--- config.mk ---
export PLATFORM = sky130hd
export DESIGN_NAME = gbm_mul
export DESIGN_NICKNAME = d
export VERILOG_FILES = /design/src/sv/gbm_pkg.sv /design/src/sv/gbm_mul.sv
export SDC_FILE = /design/constraint.sdc
export NUM_CORES = 2
export LEC_CHECK = 0
export ABC_CLOCK_PERIOD_IN_PS = 18950
export BUFFER_PORTS_ARGS = -buffer_cell sky130_fd_sc_hd__buf_2
export CAP_MARGIN = 0
export CORE_MARGIN = 2
export CORE_UTILIZATION = 50
export CTS_CLUSTER_DIAMETER = 30
export DETAILED_ROUTE_END_ITERATION = 8
export PLACE_DENSITY_LB_ADDON = 0.05
export SLEW_MARGIN = 40
export SYNTH_ARGS = -nofsm -noshare
export SYNTH_HDL_FRONTEND = slang
export SYNTH_SLANG_ARGS = --single-unit
--- constraint.sdc ---
create_clock -name clk -period 18.95 [get_ports clk]
set_input_delay 1.895 -clock clk [delete_from_list [all_inputs] [get_ports clk]]
set_output_delay 1.895 -clock clk [all_outputs]
set_load 0.005 [all_outputs]
--- src/sv/gbm_pkg.sv ---
// Package: widths, constants, state codes and saturation helper for the bracket search.
`default_nettype none
package gbm_pkg;

  localparam int PT_W   = 32;   // Q16.16 point / cost width
  localparam int GL_W   = 27;   // growth limit width
  localparam int MUL_W  = 34;   // shared multiplier operand width
  localparam int WIDE_W = 2 * MUL_W;  // product and wide intermediate width
  localparam int NUM_W  = 65;   // parabola numerator width
  localparam int DEN_W  = 34;   // parabola denominator width
  localparam int CNT_W  = $clog2(NUM_W);
  localparam int FRAC_W = 16;

  localparam logic signed [MUL_W-1:0] GOLD_Q = MUL_W'(106039);

  localparam logic signed [WIDE_W-1:0] MAX32 = WIDE_W'(64'sd2147483647);
  localparam logic signed [WIDE_W-1:0] MIN32 = -WIDE_W'(64'sd2147483648);

  // Configuration register indexes
  localparam logic [1:0] REG_START_A = 2'd0;
  localparam logic [1:0] REG_START_B = 2'd1;
  localparam logic [1:0] REG_GROWTH  = 2'd2;

  // Search phase, as seen between items
  typedef enum logic [6:0] {
    PH_IDLE       = 7'b0000001,
    PH_WAIT_A     = 7'b0000010,
    PH_WAIT_B     = 7'b0000100,
    PH_WAIT_C     = 7'b0001000,
    PH_WAIT_PARAB = 7'b0010000,
    PH_WAIT_EXT   = 7'b0100000,
    PH_WAIT_SHIFT = 7'b1000000
  } phase_t;

  // Sequencer inside one item
  typedef enum logic [13:0] {
    SQ_IDLE     = 14'b00000000000001,
    SQ_EMIT     = 14'b00000000000010,
    SQ_GOLD_MUL = 14'b00000000000100,
    SQ_GOLD_ADD = 14'b00000000001000,
    SQ_LH       = 14'b00000000010000,
    SQ_M1       = 14'b00000000100000,
    SQ_M2       = 14'b00000001000000,
    SQ_M3       = 14'b00000010000000,
    SQ_M4       = 14'b00000100000000,
    SQ_M5       = 14'b00001000000000,
    SQ_M6       = 14'b00010000000000,
    SQ_DIVW     = 14'b00100000000000,
    SQ_DECIDE   = 14'b01000000000000,
    SQ_SPARE    = 14'b10000000000000
  } seq_t;

  typedef struct packed {
    logic                    sat;
    logic signed [PT_W-1:0]  val;
  } sat_t;

  // Clamp a wide value to 32 bits, flagging when it clips
  function automatic sat_t sat32(input logic signed [WIDE_W-1:0] v);
    sat_t r;
    if (v > MAX32) begin
      r.sat = 1'b1;
      r.val = 32'sh7fffffff;
    end else if (v < MIN32) begin
      r.sat = 1'b1;
      r.val = 32'sh80000000;
    end else begin
      r.sat = 1'b0;
      r.val = PT_W'(v);
    end
    return r;
  endfunction

endpackage
`default_nettype wire

--- src/sv/gbm_mul.sv ---
// Shared signed multiplier with a registered product.
`default_nettype none
module gbm_mul (
  input  wire logic                               clk,
  input  wire logic signed [gbm_pkg::MUL_W-1:0]   op_a,
  input  wire logic signed [gbm_pkg::MUL_W-1:0]   op_b,
  output logic signed [gbm_pkg::WIDE_W-1:0]       prod
);
  import gbm_pkg::*;

  logic signed [WIDE_W-1:0] prod_r;

  always_ff @(posedge clk) begin
    prod_r <= WIDE_W'(op_a) * WIDE_W'(op_b);
  end

  assign prod = prod_r;
endmodule
`default_nettype wire

==> results.sh <==
export IMPL_type_of_the_worst_setup_path="input port to flip-flop"
export IMPL_grt_setup_unrepaired="false"
export IMPL_clockRootBuffer="sky130_fd_sc_hd__clkbuf_16"
export IMPL_via_count_of_the_first_global_routing_pass=32700
export IMPL_floorplan_die_height_um=297
export IMPL_dr_first_iter_drc_count=1544
export IMPL_dp_cells=5650
export IMPL_finalWorstPathRequiredPeriod_ps=9790
export IMPL_ctsHtreeMaxLevel=3
export IMPL_clk_path_buf_depth=2
export IMPL_floorplan_core_area_um2=85300
export IMPL_flow_area_growth_from_synthesis_pct=4.44
export IMPL_port_buffers=136
export IMPL_boundaryPins=137
export IMPL_dp_final_hpwl_mm=93.7
export IMPL_cts_tree="done"
export IMPL_final_hold_violation_count=0
export IMPL_hold_path_class="input port to flip-flop"
export IMPL_critical_path_required_time_ps=19250
export IMPL_gpl_final_weighted_congestion=0.893
export IMPL_die_x_um=297
export IMPL_wire_per_inst_um=21.5
export IMPL_sum_of_overflow_across_all_layers_after_global_routing=0
export IMPL_instances_no_fill=5670
export IMPL_detail_route_antenna_nets=0
export IMPL_number_of_flops_mapped_to_enable_cells_by_yosys=0
export IMPL_final_wl_mm=122
export IMPL_syn_area_per_cell_um2=9.45
export IMPL_worstHoldPathCells=3
export IMPL_post_synth_inst_count=4554
export IMPL_seq_area_frac_synth=0.0316
export IMPL_grt_antenna_before_repair=10
export IMPL_postLayoutCoreUtil=0.527
export IMPL_design_die_area_um2=88400
export IMPL_number_of_clock_sinks=68
export IMPL_max_slew_worst_pin_slew_ps=896
export IMPL_synth_yosys_warnings=0
export IMPL_postSynthNetCount=6068
export IMPL_clkSlewWorstSetupHoldPaths_ps=70
export IMPL_yosys_register_bits=68
export IMPL_firstDrtPassIters=7
export IMPL_critPathCaptureType="flip-flop"
export IMPL_cts_setup_buffers=0
export IMPL_count_of_pins_over_their_slew_limit=0
export IMPL_filler_cell_count=8171
export IMPL_synth_lib_cells_used_distinct=69
export IMPL_max_freq_mhz=102
export IMPL_total_of_hold_buffers_inserted_after_clock_tree_synthesis=0
export IMPL_drive_gt1_frac=0.0507
export IMPL_fp_row_count=107
export IMPL_postCtsResizedCells=0
export IMPL_largest_reg_flops=68
export IMPL_initial_core_utilization=0.505
export IMPL_ys_dominant_reg_cell="sky130_fd_sc_hd__dfxtp_1"
export IMPL_synth_area_um2=43000
export IMPL_final_setup_viol_count=0
export IMPL_asyncSetResetFlopFracSynth=0
export IMPL_drv_cap=0
export IMPL_critical_path_max_fanout=34
export IMPL_timing_critical_path_arrival_ps=10090
export IMPL_grt_max_degree=35
export IMPL_num_nets_final=6031
export IMPL_worstSetupStartpointType="input port"
export IMPL_grt_util_all_layers=0.294
export IMPL_drc=0
export IMPL_status="finished, final reports clean"
export IMPL_via_count=29400
export IMPL_timing_max_slew_rel_slack=0.402
export IMPL_cts_inserted_buffers=9
export IMPL_fin_crit_sh=0.517
export IMPL_setup_total_negative_slack_ps=0
export IMPL_post_drt_via_cell_ratio=5.18
export IMPL_grt_first_pass_wirelength_mm=196
==> critical path: stages <==
cell and delay [ps]:
sky130_fd_sc_hd__buf_2 360, sky130_fd_sc_hd__nand2_1 240, sky130_fd_sc_hd__inv_1 110, sky130_fd_sc_hd__fa_1 710, sky130_fd_sc_hd__inv_1 180, sky130_fd_sc_hd__fa_1 500
sky130_fd_sc_hd__inv_1 50, sky130_fd_sc_hd__fa_1 500, sky130_fd_sc_hd__inv_1 60, sky130_fd_sc_hd__fa_1 540, sky130_fd_sc_hd__inv_1 70, sky130_fd_sc_hd__fa_1 490
sky130_fd_sc_hd__fa_1 500, sky130_fd_sc_hd__fa_1 490, sky130_fd_sc_hd__inv_1 50, sky130_fd_sc_hd__fa_1 470, sky130_fd_sc_hd__inv_1 40, sky130_fd_sc_hd__ha_1 500
sky130_fd_sc_hd__nand2_1 90, sky130_fd_sc_hd__o21ai_1 230, sky130_fd_sc_hd__or2_2 190, sky130_fd_sc_hd__nor2b_1 130, sky130_fd_sc_hd__or4_1 580, sky130_fd_sc_hd__o21ai_4 390
sky130_fd_sc_hd__a31oi_2 250, sky130_fd_sc_hd__o21ai_0 220, sky130_fd_sc_hd__a21oi_1 100, sky130_fd_sc_hd__xnor2_1 120
==> metal layers <==
metal,wire length (um),global-route usage,vias to the layer above
met4,4010,0.0985,8
met3,6270,0.0397,213
met5,51,0,-
li1,-,-,12700
met2,61100,0.499,808
met1,50200,0.392,15600
==> worst paths after layout <==
| kind | from | end | slack [ps] |
|---|---|---|---|
| worst max-delay path | op_a[33] | prod[67]$_DFF_P_ | 9160 |
| worst min-delay path | op_b[0] | prod[0]$_DFF_P_ | 2070 |
==> stage by stage <==
stage	hold slack (ps)	setup slack (ps)	area (um^2)
global placement	2270	8620	44600
finish	2070	9160	44900
global route	2090	8820	44900
CTS	2060	9210	44900
floorplan	2020	9560	43000
detailed placement	2270	8770	44700
==> layout make-up <==
| type | instances | area, um^2 | share of cell area |
|---|---|---|---|
| multi-input cells | 3026 | 36100 | 0.804 |
| inverters | 1232 | 4630 | 0.103 |
| well taps | 1144 | 1430 | 0.0319 |
| flip-flops and latches | 68 | 1360 | 0.0303 |
| repair buffers | 180 | 1100 | 0.0244 |
| clock buffers | 9 | 225 | 0.00501 |
| clock inverters | 6 | 41.3 | 0.000919 |
| diodes | 5 | 12.5 | 0.000278 |
==> cells in the mapped netlist, drive strengths merged, types with 2 or more instances <==
| cell | number | area [um^2] |
|---|---|---|
| nand3 | 11 | 55.1 |
| a211o | 3 | 27.5 |
| o21bai | 12 | 90.1 |
| xnor2 | 56 | 490 |
| and3 | 8 | 53.8 |
| a311oi | 2 | 23.8 |
| a21o | 37 | 278 |
| or3 | 2 | 13.8 |
| o41ai | 6 | 75.1 |
| nor3 | 5 | 25.0 |
| a2111o | 2 | 22.5 |
| ha | 204 | 2550 |
| or2 | 4 | 25.0 |
| nand2b | 20 | 125 |
| xor2 | 23 | 201 |
| and2 | 623 | 3900 |
| o211ai | 3 | 22.5 |
| buf | 9 | 58.8 |
| nand4 | 11 | 68.8 |
| o21a | 4 | 30.0 |
| clkbuf | 217 | 821 |
| a31oi | 10 | 90.1 |
| o31ai | 2 | 42.5 |
| a221oi | 4 | 41.3 |
| nor2b | 9 | 56.3 |
| nor2 | 56 | 215 |
| a211oi | 7 | 57.6 |
| a21bo | 2 | 20.0 |
| o221ai | 2 | 17.5 |
| and4 | 2 | 17.5 |
| o21ai | 41 | 224 |
| inv | 1231 | 4620 |
| nand2 | 542 | 2030 |
| a21oi | 63 | 323 |
| fa | 1241 | 24800 |
| dfxtp | 68 | 1360 |
==> cells by family after synthesis <==
kind of cell | count (synthesis) | share of synthesized area
AOI/OAI and AO/OA | 206 | 0.0335
buffers and inverters | 1460 | 0.128
DFF | 68 | 0.0316
adders and majority gates | 1445 | 0.637
and+or+nand+nor | 1296 | 0.154
xor gates and xnor gates | 79 | 0.0161
==> cell usage in the layout (no fill, tap or decap), types with 3 or more instances in the layout <==
cell type,n
sky130_fd_sc_hd__a211oi_1,6
sky130_fd_sc_hd__a21o_1,37
sky130_fd_sc_hd__a21oi_1,61
sky130_fd_sc_hd__a221oi_1,3
sky130_fd_sc_hd__a31oi_1,7
sky130_fd_sc_hd__and2_1,621
sky130_fd_sc_hd__and3_1,5
sky130_fd_sc_hd__and3_2,3
sky130_fd_sc_hd__buf_2,117
sky130_fd_sc_hd__buf_4,61
sky130_fd_sc_hd__clkbuf_16,9
sky130_fd_sc_hd__clkinv_2,3
sky130_fd_sc_hd__clkinvlp_4,3
sky130_fd_sc_hd__dfxtp_1,68
sky130_fd_sc_hd__diode_2,5
sky130_fd_sc_hd__fa_1,1240
sky130_fd_sc_hd__ha_1,204
sky130_fd_sc_hd__inv_1,1231
sky130_fd_sc_hd__nand2_1,542
sky130_fd_sc_hd__nand2b_1,20
sky130_fd_sc_hd__nand3_1,11
sky130_fd_sc_hd__nand4_1,11
sky130_fd_sc_hd__nor2_1,54
sky130_fd_sc_hd__nor2b_1,9
sky130_fd_sc_hd__nor3_1,5
sky130_fd_sc_hd__o211ai_1,3
sky130_fd_sc_hd__o21a_1,4
sky130_fd_sc_hd__o21ai_0,31
sky130_fd_sc_hd__o21ai_1,7
sky130_fd_sc_hd__o21bai_1,12
sky130_fd_sc_hd__o41ai_1,3
sky130_fd_sc_hd__o41ai_2,3
sky130_fd_sc_hd__or2_2,4
sky130_fd_sc_hd__xnor2_1,56
sky130_fd_sc_hd__xor2_1,23
Power is not shown: default switching activity piles up to over one toggle a cycle in this logic, so the estimate is an artifact.
