[config.mk]
export PLATFORM = sky130hd
export DESIGN_NAME = gbm_div
export DESIGN_NICKNAME = d
export VERILOG_FILES = /design/src/sv/gbm_pkg.sv /design/src/sv/gbm_div.sv
export SDC_FILE = /design/constraint.sdc
export NUM_CORES = 1
export LEC_CHECK = 0
export BUFFER_PORTS_ARGS = -buffer_cell sky130_fd_sc_hd__buf_2
export CAP_MARGIN = 20
export CORE_AREA = 10 10 153 155
export CTS_BUF_LIST = sky130_fd_sc_hd__clkbuf_16
export DETAILED_ROUTE_END_ITERATION = 6
export DIE_AREA = 0 0 163 165
export HOLD_SLACK_MARGIN = 0.1
export PLACE_DENSITY = 0.76
export SLEW_MARGIN = 20
export SYNTH_ARGS = -nofsm -noshare
export SYNTH_HDL_FRONTEND = slang
export SYNTH_SLANG_ARGS = --single-unit
export TNS_END_PERCENT = 30
[constraint.sdc]
create_clock -name clk -period 7.9 [get_ports clk]
set_input_delay 1.58 -clock clk [delete_from_list [all_inputs] [get_ports clk]]
set_output_delay 1.58 -clock clk [all_outputs]
set_load 0.01 [all_outputs]
[src/sv/gbm_pkg.sv]
// Package: widths, constants, state codes and saturation helper for the bracket search.
`default_nettype none
package gbm_pkg;

  localparam int PT_W   = 32;   // Q16.16 point / cost width
  localparam int GL_W   = 27;   // growth limit width
  localparam int MUL_W  = 34;   // shared multiplier operand width
  localparam int WIDE_W = 2 * MUL_W;  // product and wide intermediate width
  localparam int NUM_W  = 65;   // parabola numerator width
  localparam int DEN_W  = 34;   // parabola denominator width
  localparam int CNT_W  = $clog2(NUM_W);
  localparam int FRAC_W = 16;

  localparam logic signed [MUL_W-1:0] GOLD_Q = MUL_W'(106039);

  localparam logic signed [WIDE_W-1:0] MAX32 = WIDE_W'(64'sd2147483647);
  localparam logic signed [WIDE_W-1:0] MIN32 = -WIDE_W'(64'sd2147483648);

  // Configuration register indexes
  localparam logic [1:0] REG_START_A = 2'd0;
  localparam logic [1:0] REG_START_B = 2'd1;
  localparam logic [1:0] REG_GROWTH  = 2'd2;

  // Search phase, as seen between items
  typedef enum logic [6:0] {
    PH_IDLE       = 7'b0000001,
    PH_WAIT_A     = 7'b0000010,
    PH_WAIT_B     = 7'b0000100,
    PH_WAIT_C     = 7'b0001000,
    PH_WAIT_PARAB = 7'b0010000,
    PH_WAIT_EXT   = 7'b0100000,
    PH_WAIT_SHIFT = 7'b1000000
  } phase_t;

  // Sequencer inside one item
  typedef enum logic [13:0] {
    SQ_IDLE     = 14'b00000000000001,
    SQ_EMIT     = 14'b00000000000010,
    SQ_GOLD_MUL = 14'b00000000000100,
    SQ_GOLD_ADD = 14'b00000000001000,
    SQ_LH       = 14'b00000000010000,
    SQ_M1       = 14'b00000000100000,
    SQ_M2       = 14'b00000001000000,
    SQ_M3       = 14'b00000010000000,
    SQ_M4       = 14'b00000100000000,
    SQ_M5       = 14'b00001000000000,
    SQ_M6       = 14'b00010000000000,
    SQ_DIVW     = 14'b00100000000000,
    SQ_DECIDE   = 14'b01000000000000,
    SQ_SPARE    = 14'b10000000000000
  } seq_t;

  typedef struct packed {
    logic                    sat;
    logic signed [PT_W-1:0]  val;
  } sat_t;

  // Clamp a wide value to 32 bits, flagging when it clips
  function automatic sat_t sat32(input logic signed [WIDE_W-1:0] v);
    sat_t r;
    if (v > MAX32) begin
      r.sat = 1'b1;
      r.val = 32'sh7fffffff;
    end else if (v < MIN32) begin
      r.sat = 1'b1;
      r.val = 32'sh80000000;
    end else begin
      r.sat = 1'b0;
      r.val = PT_W'(v);
    end
    return r;
  endfunction

endpackage
`default_nettype wire

[src/sv/gbm_div.sv]
// Restoring signed divider, one quotient bit per cycle, truncating toward zero.
`default_nettype none
module gbm_div (
  input  wire logic                               clk,
  input  wire logic                               rst_n,
  input  wire logic                               start,
  input  wire logic signed [gbm_pkg::NUM_W-1:0]   num,
  input  wire logic signed [gbm_pkg::DEN_W-1:0]   den,
  output logic                                    done,
  output logic signed [gbm_pkg::NUM_W-1:0]        quot
);
  import gbm_pkg::*;

  logic             busy_r, done_r, neg_r;
  logic [CNT_W-1:0] cnt_r;
  logic [DEN_W-1:0] rem_r, dmag_r;
  logic [NUM_W-1:0] quo_r;

  logic [DEN_W:0]   trial;
  logic             fits;

  // Bring down the next dividend bit and try a subtract
  assign trial = {rem_r, quo_r[NUM_W-1]};
  assign fits  = trial >= {1'b0, dmag_r};

  always_ff @(posedge clk) begin
    if (!rst_n) begin
      busy_r <= 1'b0;
      done_r <= 1'b0;
      cnt_r  <= '0;
    end else begin
      done_r <= 1'b0;
      if (start) begin
        busy_r <= 1'b1;
        cnt_r  <= CNT_W'(NUM_W - 1);
      end else if (busy_r) begin
        cnt_r <= cnt_r - 1'b1;
        if (cnt_r == '0) begin
          busy_r <= 1'b0;
          done_r <= 1'b1;
        end
      end
    end
  end

  // Datapath: magnitudes in, quotient bits shift in from the right
  always_ff @(posedge clk) begin
    if (start) begin
      quo_r  <= num[NUM_W-1] ? NUM_W'(-num) : NUM_W'(num);
      dmag_r <= den[DEN_W-1] ? DEN_W'(-den) : DEN_W'(den);
      rem_r  <= '0;
      neg_r  <= num[NUM_W-1] ^ den[DEN_W-1];
    end else if (busy_r) begin
      rem_r <= fits ? DEN_W'(trial - {1'b0, dmag_r}) : DEN_W'(trial);
      quo_r <= {quo_r[NUM_W-2:0], fits};
    end
  end

  assign done = done_r;
  assign quot = neg_r ? -$signed(quo_r) : $signed(quo_r);
endmodule
`default_nettype wire
==> results of run 1 <==
logic make-up (layout without fill, tap and decap cells):
kind of cell               Yosys count  count (layout)  share of synthesized area (%)
DFF                                143             143                          35.33
other                                0               2                              0
buffers and inverters              119             263                          4.130
AOI/OAI and AO/OA                  341             341                          19.87
adders and majority gates           40              40                          4.645
xor gates and xnor gates           191             191                          15.30
and+or+nand+nor                    390             390                          17.56
muxes                               34              34                          3.169
worst max-delay path, stage by stage, from the launching register on:
cell and delay [ns]:
edfxtp_1 0.44, or4_1 0.61, or4_1 0.46, or4_1 0.53, nand4b_1 0.36, nor4_1 0.40
nand2_1 0.15, o21ai_0 0.22, xnor2_1 0.23, buf_2 0.21
how the worst min path moves through the flow:
stage,from,to,slack [ns],cells after the start
after floorplan,rem_r[24],rem_r[24],0.45,2
after global placement,rem_r[24],rem_r[24],0.47,2
after detailed placement,rem_r[26],rem_r[26],0.48,2
after CTS,rem_r[26],rem_r[26],0.49,2
after global routing,cnt_r[1],cnt_r[1],0.52,2
final,rem_r[26],rem_r[26],0.48,2
through the flow:
stage	total power, mW	hold slack, ns	setup WS (ns)	area (sq um)
after floorplan	1.403	0.4498	3.295	10940
after global placement	1.622	0.4681	2.835	11940
after detailed placement	1.637	0.4832	2.779	11940
after CTS	2.417	0.4912	2.332	12520
after global routing	2.527	0.5192	2.006	12540
final	2.412	0.4846	2.289	12540
power groups by stage:
stage               Sequential, mW  Clock, mW  Combinational, mW
floorplan                    0.952          0              0.450
global placement             0.968          0              0.654
detailed placement           0.972          0              0.665
CTS                          0.956      0.791              0.670
global route                 0.967      0.820              0.741
finish                       0.958      0.780              0.674
registers in the layout, indices dropped and copies added (netlist names):
signal	count
cnt_r	7
quo_r	65
busy_r	1
dmag_r	34
neg_r	1
rem_r	34
done	1
layout make-up:
cell class	instances	area (sq um)
antenna	2	5.005
clock buffer	20	500.5
clock inverter	12	77.57
fill	1755	7632
inverter	57	214.0
multi-input combinational	996	6640
sequential	143	3865
tap	270	337.8
timing repair buffer	174	897.1
layout by cell type, fill, tap and decap left out, drive strengths merged, types with 29 or more instances in the layout:
| cell | n |
|---|---|
| buf | 174 |
| nor2 | 131 |
| xnor2 | 120 |
| a21oi | 102 |
| edfxtp | 100 |
| nand2 | 94 |
| o21ai | 81 |
| xor2 | 71 |
| inv | 64 |
| o31ai | 52 |
| dfxtp | 43 |
| ha | 39 |
| or3 | 36 |
| mux2i | 29 |
per-layer routing:
layer,GRT usage [%],vias to the layer above,routed length [um]
li1,-,4849,-
met1,27.67,4627,13000
met2,33.64,421,13560
met3,4.456,41,2480
met4,7.664,0,560
met5,0,-,0
==> results.py, run 1 <==
metrics = {
    "logic_synthesis": {
        "postSynthCellCount": 1258,
        "synth_nets": 1400,
        "syn_area_per_cell_sq_um": 8.694,
        "synth-edff-count": 100,
        "postSynthRegisterBits": 143,
        "ys_async_sr_fraction_pct": 0,
        "synthDominantAreaCellType": "edfxtp_1",
        "synthesis.yosys.warnings": 0,
        "main_synth_ff_type": "edfxtp_1",
        "yosysMostFrequentCell": "nor2_1",
        "synth_common_cells": "nor2_1 (131), xnor2_1 (120), a21oi_1 (102)",
        "netlist.area_leader.share_pct": 27.46,
        "syn-cell-area_sq_mm": 0.01094,
        "seq_total_area_yosys_pct": 35.33,
        "yosys-top-cells-area": "edfxtp_1 (27%), xnor2_1 (9.6%), dfxtp_1 (7.9%)",
        "ys_types": 62,
    },
    "floorplan": {
        "fp.dieH_um": 165,
        "die_w_um": 163,
        "fp-row-count": 52,
        "die_area_sq_mm": 0.02690,
        "initial_core_util_pct": 54.22,
        "core_area_sq_mm": 0.02017,
        "boundaryPins": 168,
    },
    "detailed_routing": {
        "drt_pre_antenna_iters": 5,
        "drcViolationCount": 0,
        "postRouteAntennaNets": 0,
        "dr.first_iter.drc_count": 960,
        "vias": 9938,
        "wl_um": 29600,
        "detail_route.wl_per_cell_um": 17.68,
        "vias_per_cell": 5.937,
    },
    "timing": {
        "final.setup_skew_ns": 0.01027,
        "timing.setup.tns_ns": 0,
        "final_period_minus_worst_setup_slack_ns": 5.611,
        "timing.final.crit_share_pct": 71.03,
        "slew_violations": 0,
        "fmax_ghz": 0.1782,
        "setup_repair_after_global_routing_missed_its_margin": "no",
        "timing_hold_violations_final": 0,
        "endpoints_failing_setup": 0,
        "max-slew-margin-rel_pct": 41.28,
        "worst-slew-pin-transition_ns": 0.8716,
    },
    "worst_setup_path": {
        "worst-endpoint-required_ns": 6.32,
        "worst-r2r-setup-slack_ns": 4.12,
        "r2r.worst_path.cells": 11,
        "worstPathMaxFanout": 6,
        "r2r_end": "rem_r[0]",
        "critPathLaunch": "quo_r[31]",
        "timing.rr.start": "quo_r[64]",
        "critical_path.endpoint": "quot[60]",
        "setup.worst_path.class": "reg2out",
        "setup.worst_path.start_class": "flip-flop",
        "critical_path.endpoint_type": "output port",
        "worst_ep_arrival_time_ns": 4.03,
    },
    "cts": {
        "post_cts_resized": 0,
        "clk_root_buffer_cell": "clkbuf_16",
        "cts.sinks": 143,
        "cts_hold_buffers": 0,
        "total_clock_buffers_created_by_cts": 17,
        "clkLatencyLatePin_ns": 0.43,
        "clk_pin_slew_ns": 0.06,
        "post-cts-setup-buffers": 0,
        "clockBufferDepth": 2,
        "cts_tree": "done",
        "htreeDepth": 4,
    },
    "cells_and_area": {
        "final_core_util_pct": 62.16,
        "drive_gt1_share_pct": 16.48,
        "number_of_nets_in_the_finished_design": 1531,
        "number_of_standard_cells_in_the_final_layout_excluding_fillers": 1674,
        "syn_to_final_growth_pct": 14.63,
    },
    "place": {
        "dp_cells": 1640,
        "buffers_on_ports": 167,
        "gp_congestion": 0.9242,
        "dpl.hpwl_um": 22010,
    },
    "pwr": {
        "sequentialPowerShare_pct": 39.7,
        "combinationalPowerShare_pct": 27.9,
        "switching_part_of_the_total_power_pct": 32.62,
        "power.internal_mw": 1.625,
        "clockPowerShare_pct": 32.3,
        "cellPowerDensity_mw_per_mm2": 192.4,
        "total_switching_power_mw": 0.7870,
        "power_leakage_nw": 4.837,
        "vdd_ir_drop_max_mv": 0.1672,
    },
    "global_route": {
        "grt_max_degree": 76,
        "initial_antenna_violation_count": 2,
        "grt.total_usage_pct": 21.09,
        "first_global_vias": 9391,
        "grt-ovfl-total": 0,
        "global_route_wire_length_before_repair_um": 46640,
    },
    "worst_hold_path": {
        "holdCritPathClass": "reg2reg",
    },
    "job": {
        "max_cap_violations": 0,
    },
    "outcome": {
        "status": "complete, no violations",
    },
}
Note: power is estimated with default switching activity, not from simulation.
==> inputs of run 2 (changes only) <==
==> constraint.sdc (replaced) <==
create_clock -name clk -period 5.8 [get_ports clk]
set_input_delay 1.16 -clock clk [delete_from_list [all_inputs] [get_ports clk]]
set_output_delay 1.16 -clock clk [all_outputs]
set_load 0.01 [all_outputs]
==> run 2 against run 1 <==
  * Highest routed layer unchanged
  * Critical path depth unchanged
  * Non-clock buffer count up 3
  * First-iteration DRC count down 0.10%
  * Final area up 0.26%
  * Clock skew down 0.0029 ns
  * Core utilization up 0.16 points
==> results.py, run 2 (same netlist as run 1, synthesis figures left out) <==
metrics = {
    "timing": {
        "timing.final.crit_share_pct": 89.04,
        "setup_repair_after_global_routing_missed_its_margin": "no",
        "final_period_minus_worst_setup_slack_ns": 5.165,
        "timing_hold_violations_final": 0,
        "holdWs_ns": 0.4891,
        "timing.setup.tns_ns": 0,
        "final.setup_skew_ns": 0.007340,
        "final_critical_path_setup_slack_ns": 0.6354,
        "max-slew-margin-rel_pct": 44.57,
        "slew_violations": 0,
        "endpoints_failing_setup": 0,
        "fmax_ghz": 0.1936,
        "worst-slew-pin-transition_ns": 0.8227,
    },
    "pwr": {
        "combinationalPowerShare_pct": 27.5,
        "switching_part_of_the_total_power_pct": 32.02,
        "cellPowerDensity_mw_per_mm2": 265.4,
        "clockPowerShare_pct": 33.3,
        "power.internal_mw": 2.268,
        "power_leakage_nw": 4.811,
        "sequentialPowerShare_pct": 39.2,
        "vdd_ir_drop_max_mv": 0.2185,
        "total_switching_power_mw": 1.068,
    },
    "detailed_routing": {
        "postRouteAntennaNets": 0,
        "drcViolationCount": 0,
        "vias": 9851,
        "detail_route.wl_per_cell_um": 17.65,
        "met1Wirelength_um": 13230,
        "dr_wl_met2_um": 13540,
        "drt_pre_antenna_iters": 5,
        "vias_per_cell": 5.881,
        "met3_length_um": 2365,
        "wl_um": 29560,
        "maxUsedRoutingLayer": "met4",
        "dr.first_iter.drc_count": 959,
    },
    "global_route": {
        "initial_antenna_violation_count": 0,
        "grt.total_usage_pct": 21.34,
        "first_global_vias": 9341,
        "grt-ovfl-total": 0,
        "grt_max_degree": 77,
        "global_route_wire_length_before_repair_um": 47260,
    },
    "cells_and_area": {
        "regMostFlops": "quo_r",
        "fillerInstances": 1738,
        "layout_top_registers": "quo_r (65), dmag_r (34), rem_r (34)",
        "antenna_cells_inserted": 0,
        "number_of_nets_in_the_finished_design": 1534,
        "largest_register_ff_count": 65,
        "syn_to_final_growth_pct": 14.93,
        "commonest_cells_after_routing_fill_and_taps_aside": "buf_2 (165), nor2_1 (131), xnor2_1 (120)",
        "layout.cells.most_common": "buf_2",
        "drive_gt1_share_pct": 16.58,
    },
    "floorplan": {
        "fp.dieH_um": 165,
        "fp-row-count": 52,
        "initial_core_util_pct": 54.22,
        "boundaryPins": 168,
        "die_area_sq_mm": 0.02690,
        "die_w_um": 163,
        "core_area_sq_mm": 0.02017,
    },
    "worst_setup_path": {
        "worst-r2r-setup-slack_ns": 2.36,
        "critical_path.endpoint_type": "output port",
        "worst_ep_arrival_time_ns": 4.00,
        "timing.rr.start": "quo_r[64]",
        "critPathLaunch": "quo_r[31]",
        "worstPathMaxFanout": 6,
        "setup.worst_path.start_class": "flip-flop",
        "worst-endpoint-required_ns": 4.64,
        "setup.worst_path.class": "reg2out",
    },
    "cts": {
        "htreeDepth": 4,
        "total_clock_buffers_created_by_cts": 17,
        "clockBufferDepth": 2,
        "cts_hold_buffers": 0,
        "post-cts-setup-buffers": 0,
        "cts_tree": "done",
        "clk_pin_slew_ns": 0.06,
        "cts.sinks": 143,
        "clkLatencyLatePin_ns": 0.43,
        "post_cts_resized": 0,
        "clk_root_buffer_cell": "clkbuf_16",
    },
    "worst_hold_path": {
        "holdCritPathClass": "reg2reg",
        "worst_hold_launch": "rem_r[7]",
    },
    "outcome": {
        "status": "complete, no violations",
    },
    "place": {
        "buffers_on_ports": 167,
        "dpl.hpwl_um": 22150,
        "gp_congestion": 0.9321,
        "preCtsSetupSlack_ns": 1.130,
    },
    "job": {
        "max_cap_violations": 0,
    },
}
## run 2: cell types whose count changed in the layout (fill, tap and decap cells not counted), sizes merged
cell | previous run | this run
inv | 64 | 59
clkinv | 5 | 7
buf | 174 | 177
clkinvlp | 0 | 3
bufinv | 0 | 3
clkbuf | 20 | 17
diode | 2 | 0
## run 2: path summary, 6_finish.rpt
check	cells past startpoint	to
max	9	quot[60]
min	2	rem_r[7]
max reg2reg	12	rem_r[20]
min reg2reg	2	rem_r[7]
## run 2: per-stage QoR
step,utilization (%),total power [mW],area (sq um),instances
final,62.32,3.336,12570,1675
after global routing,62.32,3.511,12570,1675
after CTS,62.23,3.343,12550,1674
after detailed placement,59.27,2.230,11960,1642
after global placement,59.27,2.210,11960,1642
after floorplan,-,1.910,10940,1258
## run 2: cell type report
| class | instances | area [sq um] | area share (%) |
|---|---|---|---|
| multi-input combinational | 996 | 6629 | 52.74 |
| sequential | 143 | 3865 | 30.75 |
| timing repair buffer | 177 | 927.1 | 7.376 |
| clock buffer | 17 | 425.4 | 3.384 |
| tap | 270 | 337.8 | 2.688 |
| inverter | 57 | 214.0 | 1.702 |
| clock inverter | 15 | 171.4 | 1.364 |
## run 2: metal layers
metal	up-vias	GRT usage, %
met3	27	4.182
met4	0	6.434
met1	4559	28.81
li1	4853	-
met2	412	33.88
met5	-	0
## run 2: critical path: stages, from the launching register on
cell	delay (ns)
edfxtp_1	0.42
or4_1	0.61
or4_1	0.46
or4_1	0.53
nand4b_1	0.34
nor4_1	0.39
nand2_1	0.16
o21ai_0	0.22
xnor2_1	0.23
buf_2	0.21
## run 2: power by group through the flow
stage	logic (mW)	registers, mW	clock network [mW]
4_1_cts	0.906	1.31	1.13
2_1_floorplan	0.613	1.30	0
5_1_grt	1.01	1.32	1.18
6_report	0.916	1.31	1.11
3_3_place_gp	0.885	1.33	0
3_5_place_dp	0.900	1.33	0
==> inputs of run 3 (changes only) <==
--- a/config.mk
+++ b/config.mk
@@ -8,7 +8,7 @@
 export BUFFER_PORTS_ARGS = -buffer_cell sky130_fd_sc_hd__buf_2
 export CAP_MARGIN = 20
 export CORE_AREA = 10 10 153 155
-export CTS_BUF_LIST = sky130_fd_sc_hd__clkbuf_16
+export CTS_BUF_LIST = sky130_fd_sc_hd__clkbuf_2
 export DETAILED_ROUTE_END_ITERATION = 6
 export DIE_AREA = 0 0 163 165
 export HOLD_SLACK_MARGIN = 0.1
==> run 3 against run 2 <==
  * Sequential power barely moved
  * Hold slack improved by 0.013 ns
  * First-iteration DRC count shrank 3.1%
  * Clock skew up 0.029 ns
  * Highest routed layer unchanged
==> results.py, run 3 (same netlist as run 1, synthesis figures left out) <==
metrics = {
    "worst_setup_path": {
        "worst_ep_arrival_time_ns": 4.36,
        "critPathMaxStageDelay_ns": 0.62,
        "worstPathMaxFanout": 6,
        "crit_path_cell_trace": "or4_1 > or4_1 > or4_1 > nand4b_1 > nor4_1 > nand2_1 > o21ai_0 > xnor2_1 > buf_2",
        "r2r.worst_path.cells": 12,
        "worst-endpoint-required_ns": 4.64,
        "cp.buffers_inverters": 1,
        "setup.worst_path.class": "reg2out",
        "setup.worst_path.start_class": "flip-flop",
        "worst_path_depth": 9,
        "critPathTopFamily": "simple AND/OR/NAND/NOR gates",
        "critical-path-top-cell-by-count": "or4_1",
        "cp_slowest_cell": "or4_1",
        "critical_path.endpoint_type": "output port",
    },
    "pwr": {
        "combinationalPowerShare_pct": 32.1,
        "power.internal_mw": 1.834,
        "power_leakage_nw": 4.671,
        "sequentialPowerShare_pct": 45.8,
        "clockPowerShare_pct": 22.0,
        "total_switching_power_mw": 1.015,
        "vdd_ir_drop_max_mv": 0.1193,
        "switching_part_of_the_total_power_pct": 35.63,
        "cellPowerDensity_mw_per_mm2": 232.8,
        "design_power_total_mw": 2.849,
    },
    "job": {
        "max_cap_violations": 0,
    },
    "floorplan": {
        "fp.dieH_um": 165,
        "fp-row-count": 52,
        "core_area_sq_mm": 0.02017,
        "die_area_sq_mm": 0.02690,
        "boundaryPins": 168,
        "initial_core_util_pct": 54.22,
        "die_w_um": 163,
    },
    "cells_and_area": {
        "number_of_nets_in_the_finished_design": 1534,
        "commonest_cells_after_routing_fill_and_taps_aside": "buf_2 (165), nor2_1 (131), xnor2_1 (120)",
        "largest_register_ff_count": 65,
        "layout.cells.most_common": "buf_2",
        "layout_top_registers": "quo_r (65), dmag_r (34), rem_r (34)",
        "fillerInstances": 1793,
        "syn_to_final_growth_pct": 11.92,
        "drive_gt1_share_pct": 16.73,
        "regMostFlops": "quo_r",
    },
    "cts": {
        "clk_pin_slew_ns": 0.23,
        "cts.sinks": 143,
        "post-cts-setup-buffers": 0,
        "total_clock_buffers_created_by_cts": 17,
        "clkLatencyLatePin_ns": 0.74,
        "htreeDepth": 4,
        "clk_root_buffer_cell": "clkbuf_2",
        "clockBufferDepth": 2,
        "cts_tree": "done",
    },
    "global_route": {
        "grt.busiest_layer": "met2",
        "initial_antenna_violation_count": 2,
        "met1_usage_pct": 28.31,
        "gr_layer_usage_met2_pct": 33.27,
        "grt.total_usage_pct": 21.14,
        "global_route_wire_length_before_repair_um": 46840,
        "grt_max_degree": 77,
        "first_global_vias": 9286,
        "grtUsageMet3_pct": 4.605,
        "grt-ovfl-total": 0,
    },
    "place": {
        "buffers_on_ports": 167,
        "gp_congestion": 0.9321,
        "dpl.hpwl_um": 22150,
    },
    "worst_hold_path": {
        "timing.hold.worst_path_depth": 2,
        "holdCritPathClass": "reg2reg",
    },
    "timing": {
        "max-slew-margin-rel_pct": 40.58,
        "timing_hold_violations_final": 0,
        "timing.setup.tns_ns": 0,
        "endpoints_failing_setup": 0,
        "final.setup_skew_ns": 0.03628,
        "setup_repair_after_global_routing_missed_its_margin": "no",
        "final_period_minus_worst_setup_slack_ns": 5.516,
        "timing.final.crit_share_pct": 95.11,
        "fmax_ghz": 0.1813,
        "worst-slew-pin-transition_ns": 0.8820,
        "slew_violations": 0,
    },
    "detailed_routing": {
        "dr.first_iter.drc_count": 929,
        "postRouteAntennaNets": 0,
        "drcViolationCount": 0,
        "drt_pre_antenna_iters": 5,
        "vias": 9833,
        "wl_um": 29420,
        "detail_route.wl_per_cell_um": 17.55,
        "vias_per_cell": 5.863,
    },
    "outcome": {
        "status": "complete, no violations",
    },
}
## run 3: cell types whose count changed in the layout (fill, tap and decap cells not counted), sizes merged
| cell | change |
|---|---|
| inv | -1 |
| clkbuf | +1 |
| diode | +2 |
## run 3: worst reg2reg max path, cell delays in order (launching register included)
cell	delay (ns)
edfxtp_1	0.54
inv_1	0.13
ha_1	0.17
inv_1	0.05
fa_1	0.39
a21o_1	0.21
a221o_1	0.36
a21oi_1	0.29
a21oi_1	0.17
a21oi_1	0.43
o311ai_0	0.20
xor2_1	0.17
a31o_2	0.26
## run 3: cell type report
type	instances	area, sq um	share of cell area (%)
sequential	143	3865	31.58
timing repair buffer	177	927.1	7.574
tap	270	337.8	2.760
antenna	2	5.005	0.04089
clock inverter	14	167.7	1.370
clock buffer	18	90.09	0.7360
inverter	57	214.0	1.748
multi-input combinational	996	6634	54.20
## run 3: metrics by stage
step           worst slack, ns  cell area, sq um  utilization [%]  hold slack (ns)  instances
2_1_floorplan            1.615             10940                -           0.4498       1258
3_3_place_gp             1.151             11960            59.27           0.4690       1642
3_5_place_dp             1.130             11960            59.27           0.4764       1642
4_1_cts                 0.2686             12210            60.55           0.5044       1674
5_1_grt                0.03154             12240            60.69           0.5332       1677
6_report                0.2839             12240            60.69           0.5024       1677
## run 3: per-layer routing
| layer | share of wire (%) | vias to the layer above |
|---|---|---|
| met5 | 0 | - |
| met4 | 1.7 | 0 |
| met3 | 8.9 | 38 |
| met2 | 45 | 398 |
| met1 | 44 | 4538 |
| li1 | - | 4859 |
## run 3: final timing paths
kind | end | from | slack, ns
max reg2reg | rem_r[20] | quo_r[64] | 2.33
max | quot[60] | quo_r[31] | 0.28
min | rem_r[7] | rem_r[7] | 0.50
min reg2reg | rem_r[7] | rem_r[7] | 0.50
## run 3: repair_timing
action,in CTS,in global routing
hold buffers,0,0
resized for setup,0,1
endpoints found under the setup margin,0,1
## run 3: power groups by stage
stage,Sequential (mW),Clock (mW),Combinational (mW)
final,1.31,0.628,0.915
after global routing,1.32,0.684,1.01
after CTS,1.31,0.643,0.906
after detailed placement,1.33,0,0.900
after global placement,1.33,0,0.885
after floorplan,1.30,0,0.613
